--- src/hw/rtl/gdpt_pkg.sv ---
// Shared types and constants for the grid distance path tracer.
// Holds the request and result structures, kind and register codes, and label codes.
// No dependencies.
package gdpt_pkg;

    typedef enum logic [1:0] {
        KIND_WRITE = 2'd0,
        KIND_READ  = 2'd1,
        KIND_RUN   = 2'd2,
        KIND_MARK  = 2'd3
    } t_kind;

    typedef struct packed {
        t_kind              kind;
        logic [4:0]         pos_row;
        logic [4:0]         pos_col;
        logic [4:0]         exit_row;
        logic [4:0]         exit_col;
        logic signed [15:0] cell_value;
    } t_item;

    typedef struct packed {
        logic signed [15:0] read_value;
        logic [10:0]        path_length;
        logic [14:0]        max_distance;
        logic               status;
    } t_result;

    localparam logic CFG_NUM_ROWS = 1'b0;
    localparam logic CFG_NUM_COLS = 1'b1;
    localparam logic [5:0] CFG_DIM_RESET = 6'd32;

    localparam int LBL_PATH = -6;
    localparam int LBL_EXIT = -5;
    localparam int LBL_DEAD = -1;
    localparam int LBL_MARK = -4;
    localparam int MAX_DIST = 32767;

endpackage

--- src/hw/rtl/gdpt_seq.sv ---
// Sequencer of the path tracer: cell access, area sweeps, search walk and marking walk.
// Drives the label memory through read-modify-write steps. Depends on gdpt_pkg.
module gdpt_seq import gdpt_pkg::*; #(
    parameter int MAX_ROWS   = 32,
    parameter int MAX_COLS   = 32,
    parameter int LABEL_BITS = 16,
    parameter int AW         = 10
) (
    input  logic                  i_clk,
    input  logic                  i_rst_n,
    input  logic                  i_item_valid,
    output logic                  o_item_ready,
    input  t_item                 i_item,
    input  logic [5:0]            i_used_rows,
    input  logic [5:0]            i_used_cols,
    output logic                  o_res_valid,
    input  logic                  i_res_ready,
    output t_result               o_res,
    output logic                  o_ram_we,
    output logic [AW-1:0]         o_ram_waddr,
    output logic [LABEL_BITS-1:0] o_ram_wdata,
    output logic                  o_ram_re,
    output logic [AW-1:0]         o_ram_raddr,
    input  logic [LABEL_BITS-1:0] i_ram_rdata
);

    localparam int LB = LABEL_BITS;
    localparam logic [1:0] DIR_DOWN  = 2'd0;
    localparam logic [1:0] DIR_LEFT  = 2'd1;
    localparam logic [1:0] DIR_UP    = 2'd2;
    localparam logic [1:0] DIR_RIGHT = 2'd3;
    localparam logic signed [LB-1:0] L_PATH = LB'(LBL_PATH);
    localparam logic signed [LB-1:0] L_EXIT = LB'(LBL_EXIT);
    localparam logic signed [LB-1:0] L_DEAD = LB'(LBL_DEAD);
    localparam logic signed [LB-1:0] L_MARK = LB'(LBL_MARK);

    typedef enum logic [11:0] {
        S_IDLE   = 12'b000000000001,
        S_RDWAIT = 12'b000000000010,
        S_MARK   = 12'b000000000100,
        S_MAXSW  = 12'b000000001000,
        S_DECIDE = 12'b000000010000,
        S_STEP   = 12'b000000100000,
        S_CURWT  = 12'b000001000000,
        S_PROBE  = 12'b000010000000,
        S_CHECK  = 12'b000100000000,
        S_AFTER  = 12'b001000000000,
        S_EXITWR = 12'b010000000000,
        S_DONE   = 12'b100000000000
    } t_state;

    function automatic logic [AW-1:0] cell_addr(input logic [5:0] row, input logic [5:0] col);
        cell_addr = AW'(int'(row) * MAX_COLS + int'(col));
    endfunction

    t_state r_state, n_state;
    t_item  r_item, n_item;
    t_result r_res, n_res;
    logic [5:0] r_sr, n_sr, r_sc, n_sc;
    logic r_sw_issue, n_sw_issue, r_pv, n_pv;
    logic [AW-1:0] r_paddr, n_paddr;
    logic signed [LB-1:0] r_best, n_best, r_cur, n_cur;
    logic [14:0] r_biggest, n_biggest;
    logic [11:0] r_limit, n_limit, r_i, n_i, r_j, n_j;
    logic [5:0] r_cr, n_cr, r_cc, n_cc, r_or, n_or, r_oc, n_oc, r_pr, n_pr, r_pc, n_pc;
    logic [1:0] r_dir, n_dir;
    logic r_moved, n_moved, r_marking, n_marking, r_have_prev, n_have_prev;

    logic signed [LB-1:0] rdata_s;
    logic signed [32:0] want;
    logic [5:0] er, ec, xr, xc, nb_r, nb_c;
    logic nb_ok, at_exit, in_store;
    logic [11:0] i_nx, j_nx;
    logic [14:0] sat_best;

    assign rdata_s = signed'(i_ram_rdata);
    assign want    = 33'(r_cur) + 33'sd1;
    assign er      = {1'b0, r_item.pos_row};
    assign ec      = {1'b0, r_item.pos_col};
    assign xr      = {1'b0, r_item.exit_row};
    assign xc      = {1'b0, r_item.exit_col};
    assign at_exit = (r_cr == xr) && (r_cc == xc);
    assign i_nx    = r_i + 12'd1;
    assign j_nx    = r_j + 12'd1;
    assign in_store = ({4'b0, i_item.pos_row} < 9'(MAX_ROWS))
                   && ({4'b0, i_item.pos_col} < 9'(MAX_COLS));
    assign sat_best = (33'($unsigned(r_best)) > 33'(MAX_DIST)) ? 15'(MAX_DIST)
                                                                : 15'(r_best);

    always_comb begin
        nb_r  = r_cr;
        nb_c  = r_cc;
        nb_ok = 1'b0;
        case (r_dir)
            DIR_DOWN: begin
                nb_r  = r_cr + 6'd1;
                nb_ok = ({1'b0, r_cr} + 7'd1) < {1'b0, i_used_rows};
            end
            DIR_LEFT: begin
                nb_c  = r_cc - 6'd1;
                nb_ok = (r_cc != 6'd0);
            end
            DIR_UP: begin
                nb_r  = r_cr - 6'd1;
                nb_ok = (r_cr != 6'd0);
            end
            default: begin
                nb_c  = r_cc + 6'd1;
                nb_ok = ({1'b0, r_cc} + 7'd1) < {1'b0, i_used_cols};
            end
        endcase
    end

    always_comb begin
        n_state = r_state; n_item = r_item; n_res = r_res;
        n_sr = r_sr; n_sc = r_sc; n_sw_issue = r_sw_issue; n_pv = 1'b0; n_paddr = r_paddr;
        n_best = r_best; n_cur = r_cur; n_biggest = r_biggest;
        n_limit = r_limit; n_i = r_i; n_j = r_j;
        n_cr = r_cr; n_cc = r_cc; n_or = r_or; n_oc = r_oc; n_pr = r_pr; n_pc = r_pc;
        n_dir = r_dir; n_moved = r_moved; n_marking = r_marking; n_have_prev = r_have_prev;
        o_ram_we = 1'b0; o_ram_waddr = '0; o_ram_wdata = '0;
        o_ram_re = 1'b0; o_ram_raddr = '0;
        o_item_ready = (r_state == S_IDLE);
        o_res_valid  = (r_state == S_DONE);

        unique case (r_state)
            S_IDLE: begin
                if (i_item_valid) begin
                    n_item = i_item;
                    n_res  = '0;
                    n_sr = 6'd0; n_sc = 6'd0;
                    n_sw_issue = (i_used_rows != 6'd0) && (i_used_cols != 6'd0);
                    n_best = '0;
                    unique case (i_item.kind)
                        KIND_WRITE: begin
                            o_ram_we    = in_store;
                            o_ram_waddr = cell_addr({1'b0, i_item.pos_row},
                                                    {1'b0, i_item.pos_col});
                            o_ram_wdata = LB'(32'(i_item.cell_value));
                            n_state     = S_DONE;
                        end
                        KIND_READ: begin
                            o_ram_re    = in_store;
                            o_ram_raddr = cell_addr({1'b0, i_item.pos_row},
                                                    {1'b0, i_item.pos_col});
                            n_state     = in_store ? S_RDWAIT : S_DONE;
                        end
                        KIND_MARK: n_state = S_MARK;
                        default:   n_state = S_MAXSW;
                    endcase
                end
            end
            S_RDWAIT: begin
                n_res.read_value = 16'(32'(rdata_s));
                n_state = S_DONE;
            end
            S_MARK, S_MAXSW: begin
                if (r_sw_issue) begin
                    o_ram_re    = 1'b1;
                    o_ram_raddr = cell_addr(r_sr, r_sc);
                    n_pv        = 1'b1;
                    n_paddr     = o_ram_raddr;
                    if (({1'b0, r_sc} + 7'd1) < {1'b0, i_used_cols}) begin
                        n_sc = r_sc + 6'd1;
                    end else begin
                        n_sc = 6'd0;
                        if (({1'b0, r_sr} + 7'd1) < {1'b0, i_used_rows}) begin
                            n_sr = r_sr + 6'd1;
                        end else begin
                            n_sw_issue = 1'b0;
                        end
                    end
                end
                if (r_pv) begin
                    if (r_state == S_MARK) begin
                        o_ram_we    = (32'(rdata_s) == 32'(r_item.cell_value));
                        o_ram_waddr = r_paddr;
                        o_ram_wdata = L_MARK;
                    end else if (rdata_s > r_best) begin
                        n_best = rdata_s;
                    end
                end
                if (!r_sw_issue && !r_pv) begin
                    n_state = (r_state == S_MARK) ? S_DONE : S_DECIDE;
                end
            end
            S_DECIDE: begin
                n_biggest = sat_best;
                n_res.max_distance = sat_best;
                if (er >= i_used_rows || ec >= i_used_cols
                        || xr >= i_used_rows || xc >= i_used_cols) begin
                    n_res.status = 1'b1;
                    n_state = S_DONE;
                end else if (er == xr && ec == xc) begin
                    o_ram_we    = 1'b1;
                    o_ram_waddr = cell_addr(er, ec);
                    o_ram_wdata = L_PATH;
                    n_state     = S_DONE;
                end else begin
                    n_limit = 12'({6'b0, i_used_rows}) * 12'({6'b0, i_used_cols});
                    n_i = '0; n_j = '0; n_marking = 1'b0;
                    n_cr = er; n_cc = ec;
                    n_state = S_STEP;
                end
            end
            S_STEP: begin
                o_ram_re    = 1'b1;
                o_ram_raddr = cell_addr(r_cr, r_cc);
                n_state     = S_CURWT;
            end
            S_CURWT: begin
                n_cur   = rdata_s;
                n_dir   = DIR_DOWN;
                n_state = S_PROBE;
            end
            S_PROBE: begin
                if (nb_ok) begin
                    o_ram_re    = 1'b1;
                    o_ram_raddr = cell_addr(nb_r, nb_c);
                    n_state     = S_CHECK;
                end else if (r_dir == DIR_RIGHT) begin
                    n_moved = 1'b0;
                    n_state = S_AFTER;
                end else begin
                    n_dir = r_dir + 2'd1;
                end
            end
            S_CHECK: begin
                if (33'(rdata_s) == want) begin
                    n_or = r_cr; n_oc = r_cc;
                    n_cr = nb_r; n_cc = nb_c;
                    n_moved = 1'b1;
                    n_state = S_AFTER;
                end else if (r_dir == DIR_RIGHT) begin
                    n_moved = 1'b0;
                    n_state = S_AFTER;
                end else begin
                    n_dir   = r_dir + 2'd1;
                    n_state = S_PROBE;
                end
            end
            S_AFTER: begin
                if (!r_marking) begin
                    if (r_moved && at_exit) begin
                        n_marking = 1'b1; n_have_prev = 1'b0;
                        n_pr = 6'd0; n_pc = 6'd0;
                        n_i = '0; n_j = '0; n_cr = er; n_cc = ec;
                        n_state = S_STEP;
                    end else if (r_moved && j_nx < r_limit) begin
                        n_j = j_nx;
                        n_state = S_STEP;
                    end else begin
                        if (!r_moved) begin
                            o_ram_we    = 1'b1;
                            o_ram_waddr = cell_addr(r_cr, r_cc);
                            o_ram_wdata = L_DEAD;
                        end
                        if (i_nx < r_limit) begin
                            n_i = i_nx; n_j = '0; n_cr = er; n_cc = ec;
                            n_state = S_STEP;
                        end else begin
                            n_res.status = 1'b1;
                            n_state = S_DONE;
                        end
                    end
                end else begin
                    if (r_moved) begin
                        n_pr = r_or; n_pc = r_oc; n_have_prev = 1'b1;
                    end
                    o_ram_we    = r_moved || r_have_prev;
                    o_ram_waddr = r_moved ? cell_addr(r_or, r_oc) : cell_addr(r_pr, r_pc);
                    o_ram_wdata = L_PATH;
                    if (at_exit) begin
                        n_state = S_EXITWR;
                    end else if (j_nx < r_limit) begin
                        n_j = j_nx;
                        n_state = S_STEP;
                    end else if (i_nx < r_limit) begin
                        n_i = i_nx; n_j = '0; n_cr = er; n_cc = ec;
                        n_state = S_STEP;
                    end else begin
                        n_state = S_DONE;
                    end
                end
            end
            S_EXITWR: begin
                o_ram_we    = 1'b1;
                o_ram_waddr = cell_addr(xr, xc);
                o_ram_wdata = ({3'b0, j_nx} == r_biggest) ? L_EXIT : L_PATH;
                n_res.path_length = 11'(j_nx);
                n_state = S_DONE;
            end
            S_DONE: begin
                if (i_res_ready) begin
                    n_state = S_IDLE;
                end
            end
            default: n_state = S_IDLE;
        endcase
    end

    always_ff @(posedge i_clk) begin
        if (!i_rst_n) begin
            r_state    <= S_IDLE;
            r_sw_issue <= 1'b0;
            r_pv       <= 1'b0;
        end else begin
            r_state    <= n_state;
            r_sw_issue <= n_sw_issue;
            r_pv       <= n_pv;
        end
    end

    always_ff @(posedge i_clk) begin
        r_item <= n_item; r_res <= n_res;
        r_sr <= n_sr; r_sc <= n_sc; r_paddr <= n_paddr;
        r_best <= n_best; r_cur <= n_cur; r_biggest <= n_biggest;
        r_limit <= n_limit; r_i <= n_i; r_j <= n_j;
        r_cr <= n_cr; r_cc <= n_cc; r_or <= n_or; r_oc <= n_oc; r_pr <= n_pr; r_pc <= n_pc;
        r_dir <= n_dir; r_moved <= n_moved; r_marking <= n_marking;
        r_have_prev <= n_have_prev;
    end

    assign o_res = r_res;

`ifndef ASSERT_OFF
    a_no_same_addr: assert property (@(posedge i_clk) disable iff (!i_rst_n)
        (o_ram_we && o_ram_re) |-> (o_ram_waddr != o_ram_raddr))
        else $error("Write and read of the same cell in one cycle.");
    a_res_held: assert property (@(posedge i_clk) disable iff (!i_rst_n)
        (o_res_valid && !i_res_ready) |=> (o_res_valid && $stable(o_res)))
        else $error("Pending result dropped or changed.");
    a_walk_bounds: assert property (@(posedge i_clk) disable iff (!i_rst_n)
        (r_state == S_STEP) |-> ((r_j < r_limit) && (r_i < r_limit)))
        else $error("Walk counter beyond its budget.");
    a_check_after_read: assert property (@(posedge i_clk) disable iff (!i_rst_n)
        (r_state == S_CHECK) |-> $past(o_ram_re))
        else $error("Neighbour compared without a read.");
`endif

endmodule

--- config.mk ---
export PLATFORM = sky130hd
export DESIGN_NAME = gdpt_seq
export DESIGN_NICKNAME = d
export VERILOG_FILES = /design/src/hw/rtl/gdpt_pkg.sv /design/src/hw/rtl/gdpt_seq.sv
export SDC_FILE = /design/constraint.sdc
export NUM_CORES = 1
export LEC_CHECK = 0
export BUFFER_PORTS_ARGS = -buffer_cell sky130_fd_sc_hd__clkbuf_2
export CORE_MARGIN = 2
export CORE_UTILIZATION = 60
export CTS_CLUSTER_SIZE = 30
export DETAILED_ROUTE_END_ITERATION = 6
export PLACE_DENSITY = 0.9
export SLEW_MARGIN = 40
export SYNTH_ARGS = -nofsm -noshare
export SYNTH_HDL_FRONTEND = slang
export SYNTH_SLANG_ARGS = --single-unit
--- constraint.sdc ---
create_clock -name i_clk -period 12.8 [get_ports i_clk]
set_input_delay 2.56 -clock i_clk [delete_from_list [all_inputs] [get_ports i_clk]]
set_output_delay 2.56 -clock i_clk [all_outputs]
set_load 0.005 [all_outputs]
; ---- Yosys cells after proc, flatten, opt, wreduce, memory -nomap -nowiden
; Index checks and enable logic that the tools add are counted.
[word_totals]
register_bits = 237
input_bits = 70
out_inout_bits = 83
[classes]
add_sub_neg = 22
n_mul = 1
magnitude_cmp = 12
n_eq_ne = 48
n_mux = 152
bitwise = 2
n_reduce_logical = 52
[ops]
columns = operator, count
row1 = $mux W12, 28
row2 = $mux W16, 14
row3 = $mux W10, 17
row4 = $mux W6, 27
row5 = $pmux W12 S10, 1
row6 = $pmux W16 S5, 1
row7 = $pmux W16 S2, 2
row8 = $add A10 B6 Y10, 5
row9 = $pmux W10 S5, 1
row10 = $pmux W12 S2, 2
row11 = $pmux W6 S2, 4
row12 = $mux W43, 1
row13 = $pmux W10 S4, 1
row14 = $ne A2 B2 Y1 const B, 19
row15 = $pmux W12 S3, 1
row16 = $pmux W6 S3, 2
row17 = $mux W1, 34
row18 = $add A10 B5 Y10, 3
row19 = $pmux W15 S2, 1
row20 = $add A6 B1 Y7 const B, 4
row21 = $lt A7 B6 Y1, 4
row22 = $add A12 B1 Y12 const B, 2
row23 = $add A6 B1 Y6 const B, 4
row24 = $ge A5 B6 Y1, 4
row25 = 53 further kinds, 107

; ---- Longest topological paths before layout
[depth]
depth_word = 7
mapped_depth = 17
depth_no_buf = 15

; ---- Worst setup path before layout
; OpenSTA, ideal clock, no wires.
[synth_timing]
path_kind = input port to output port
startpoint = in i_used_rows[2]
endpoint = out o_ram_wdata[10]
arrival_ps = 4584
path_slack_ps = 5656
path_stages = 12
path_buffers = 2
cell_sequence = clkbuf_1 inv_1 ha_1 o21a_1 o21ai_0 o21ai_0 a211oi_1 nand3_1 nor2_1 nor4_1 clkbuf_1 nand2_1
[synth_via]
elab_chain_len = 6
[synth_rtl]
columns = element, line_no
row1 = "start, declared", gdpt_seq.sv:14  ; input logic [5:0] i_used_rows,
row2 = $ge A5 B6 Y1, gdpt_seq.sv:190  ; if (er >= i_used_rows || ec >= i_used_cols
row3 = $logic_or A1 B1 Y1, gdpt_seq.sv:190
row4 = $logic_or A1 B1 Y1 (*) (2 in series), gdpt_seq.sv:191  ; || xr >= i_used_rows || xc >= i_used_cols) begin
row5 = $mux W16 (*), gdpt_seq.sv:190
row6 = $pmux W16 S5 (*), gdpt_seq.sv:126  ; unique case (r_state)
row7 = "end, declared", gdpt_seq.sv:21  ; output logic [LABEL_BITS-1:0] o_ram_wdata,
; Every way passes the cells marked *; elsewhere a longest branch is shown, timed or not.

; ---- Final worst setup path
[layout_timing]
startpoint = in i_used_rows[0]
endpoint = out o_ram_wdata[4]
; Same word-level chain as after synthesis.

==> impl_metrics.env <==
export IMPL_ys_seq_area_frac=0.457
export IMPL_die_x_um=164
export IMPL_stdcell_count=1956
export IMPL_routed_via_density=6.31
export IMPL_period_share=0.615
export IMPL_grt_use_met2=0.488
export IMPL_die_y_um=164
export IMPL_wire_per_inst_um=20.5
export IMPL_start_kind="input port"
export IMPL_max_slew_margin=0.420
export IMPL_place_gp_congestion=0.926
export IMPL_ys_types=73
export IMPL_final_min_clock_period_ns=7.88
export IMPL_ctsResizeCount=0
export IMPL_rsz0062_at_grt="no"
export IMPL_power_density_nw_per_um2=138
export IMPL_drt_iter0_drc=1607
export IMPL_clk_transition_reported_paths_ns=0.06
export IMPL_final_area_um2=17200
export IMPL_ys_ff_latch=237
export IMPL_ys_warn_count=0
export IMPL_cts_hold_buffers=0
export IMPL_core_um2=25100
export IMPL_grt_pass1_wl_mm=62.0
export IMPL_cp_end_kind="output pin"
export IMPL_gr_total_overflow=0
export IMPL_p_leak_nw=7.27
export IMPL_drt_pass1_iter_count=7
export IMPL_synth_commonest_cells="edfxtp_1, nand2_1, ha_1, nor2_1, inv_1"
export IMPL_drtAntennaViolNets=0
export IMPL_num_antenna_cells=0
export IMPL_syn_instance_count=1476
export IMPL_violations="design-rule violations"
export IMPL_yosys_area_top_type_share=0.439
export IMPL_dr_total_vias=12300
export IMPL_synthFlopType="edfxtp_1"
export IMPL_cp_arrival_ns=5.32
export IMPL_insertion_delay_ns=0.54
export IMPL_syn_area_per_cell_um2=10.3
export IMPL_fmax_mhz=127
export IMPL_maxCapViolations=0
export IMPL_antenna_found_initial=1
export IMPL_cts_max_level=1
export IMPL_rows=58
export IMPL_synth_area_um2=15300
export IMPL_synth_edff_count=223
export IMPL_use_met1=0.382
export IMPL_post_dp_hpwl_mm=29.7
export IMPL_drc_errors=20
export IMPL_required_ns=10.24
export IMPL_preCtsSetupSlack_ns=5.13
export IMPL_crit_type="input port to output pin"
export IMPL_die_area_um2=26700
export IMPL_finalSetupViolations=0
export IMPL_syn_to_final_growth_pct=12.7
export IMPL_portBuffers=152
export IMPL_ys_top_cells_by_area="edfxtp_1, ha_1, xnor2_1"
export IMPL_drt_total_wl_mm=40.0
export IMPL_ir_drop_v=0.0000977
export IMPL_finClkSkew_ns=0.0115
export IMPL_cp_max_fo=13
export IMPL_dp_cells=1910
export IMPL_setup_ws_ns=4.92
export IMPL_root_buffer="clkbuf_16"
export IMPL_holdPathStages=0
export IMPL_use_met3=0.0571
export IMPL_cts_setup_buffers=0
export IMPL_worst_pin_slew_ns=0.869
export IMPL_outcome="finished with violations"
export IMPL_cts_buffers_inserted=25
export IMPL_grt_max_degree=37
export IMPL_tritoncts="done"
export IMPL_syn_num_nets=1690
export IMPL_pin_count=153
export IMPL_track_usage=0.296
export IMPL_synth_area_leader_cell="edfxtp_1"
export IMPL_slew_violations=0
export IMPL_min_path_type="register to register"
export IMPL_start_util=0.608
export IMPL_setup_tns_ns=0
export IMPL_hold_viol_final=0
export IMPL_layout_drive_gt1_share=0.147
export IMPL_placed_area_um2=16400
export IMPL_cts_buffer_depth=3
export IMPL_top_usage_layer="met2"
export IMPL_ff2ff_path_depth=13
export IMPL_synth_async_reset_ratio=0
export IMPL_cts_sinks=237
export IMPL_nets=1821
export IMPL_grt_pass1_vias=12000
export IMPL_synth_most_common_cell="edfxtp_1"
state kept, by name, indices dropped and copies added, names as in the netlist, 2 cells and up:
register and cells:
r_i 12, r_sc 6, r_limit 12, r_state 12
r_sr 6, r_best 16, r_oc 6, r_cc 6
er 5, r_item 26, r_pr 5, r_cr 6
r_biggest 15, r_cur 16, r_dir 2, r_j 12
r_paddr 10, ec 5, r_pc 6, o_res 43
r_or 5
layout make-up:
class	count	area, um2
Fill cell	1787	7900
Clock inverter	19	201
Tap cell	330	413
Sequential cell	237	6980
Inverter	98	368
Clock buffer	27	633
Timing Repair Buffer	168	888
Multi-Input combinational cell	1077	7730
where the power goes:
group | switching (mW) | leakage, nW | internal (mW) | total, mW
combinational | 0.348 | 4.73 | 0.217 | 0.564
sequential | 0.0822 | 2.13 | 0.994 | 1.08
clock | 0.304 | 0.407 | 0.438 | 0.742
total | 0.733 | 7.27 | 1.65 | 2.38
critical path, stage by stage:
cell and delay, ns:
clkbuf_2 0.18, ha_1 0.33, nand2b_1 0.15, a2111oi_0 0.48, o21ai_0 0.17, a211oi_1 0.37, nand3_1 0.21, nor2_1 0.18
buf_4 0.26, nor4_4 0.14, nand2_1 0.14, clkbuf_2 0.12
through the flow:
stage / hold WS (ns) / utilization / power (mW)
after floorplan: 0.439 / - / 1.42
after global placement: 0.495 / 0.650 / 1.60
after detailed placement: 0.505 / 0.652 / 1.64
after CTS: 0.529 / 0.685 / 2.37
after global routing: 0.548 / 0.685 / 2.48
final: 0.534 / 0.685 / 2.38
routing by layer:
layer  wire length, um  vias to the layer above
li1                  -                     5570
met5                13                        -
met1             14900                     5779
met3              4490                      182
met2             18700                      801
met4              1930                        2
cells in the final DEF (no fill, tap or decap), types with 54 or more instances in the layout:
master,n
inv_1,98
and2_1,60
xnor2_1,85
nand3_1,54
nand2_1,164
a21oi_1,59
ha_1,125
edfxtp_1,223
nor2_1,97
xor2_1,60
clkbuf_2,152
logic make-up after synthesis:
kind of cell	after synthesis	synth area share
muxes	15	0.0106
xor gates and xnor gates	145	0.0832
adders and majority gates	144	0.127
and+or+nand+nor	536	0.177
AOI/OAI and AO/OA	237	0.104
buffers and inverters	162	0.0416
DFF	237	0.457
final timing paths:
check / slack [ns] / end / startpoint
worst min-delay path: 0.53 / r_paddr[4] / r_sc[4]
worst max-delay path: 4.92 / o_ram_wdata[4] / i_used_rows[0]
worst min register to register: 0.53 / r_paddr[4] / r_sc[4]
worst max register to register: 8.20 / r_cr[5] / r_j[2]
Note: power is estimated with default switching activity, not from simulation.
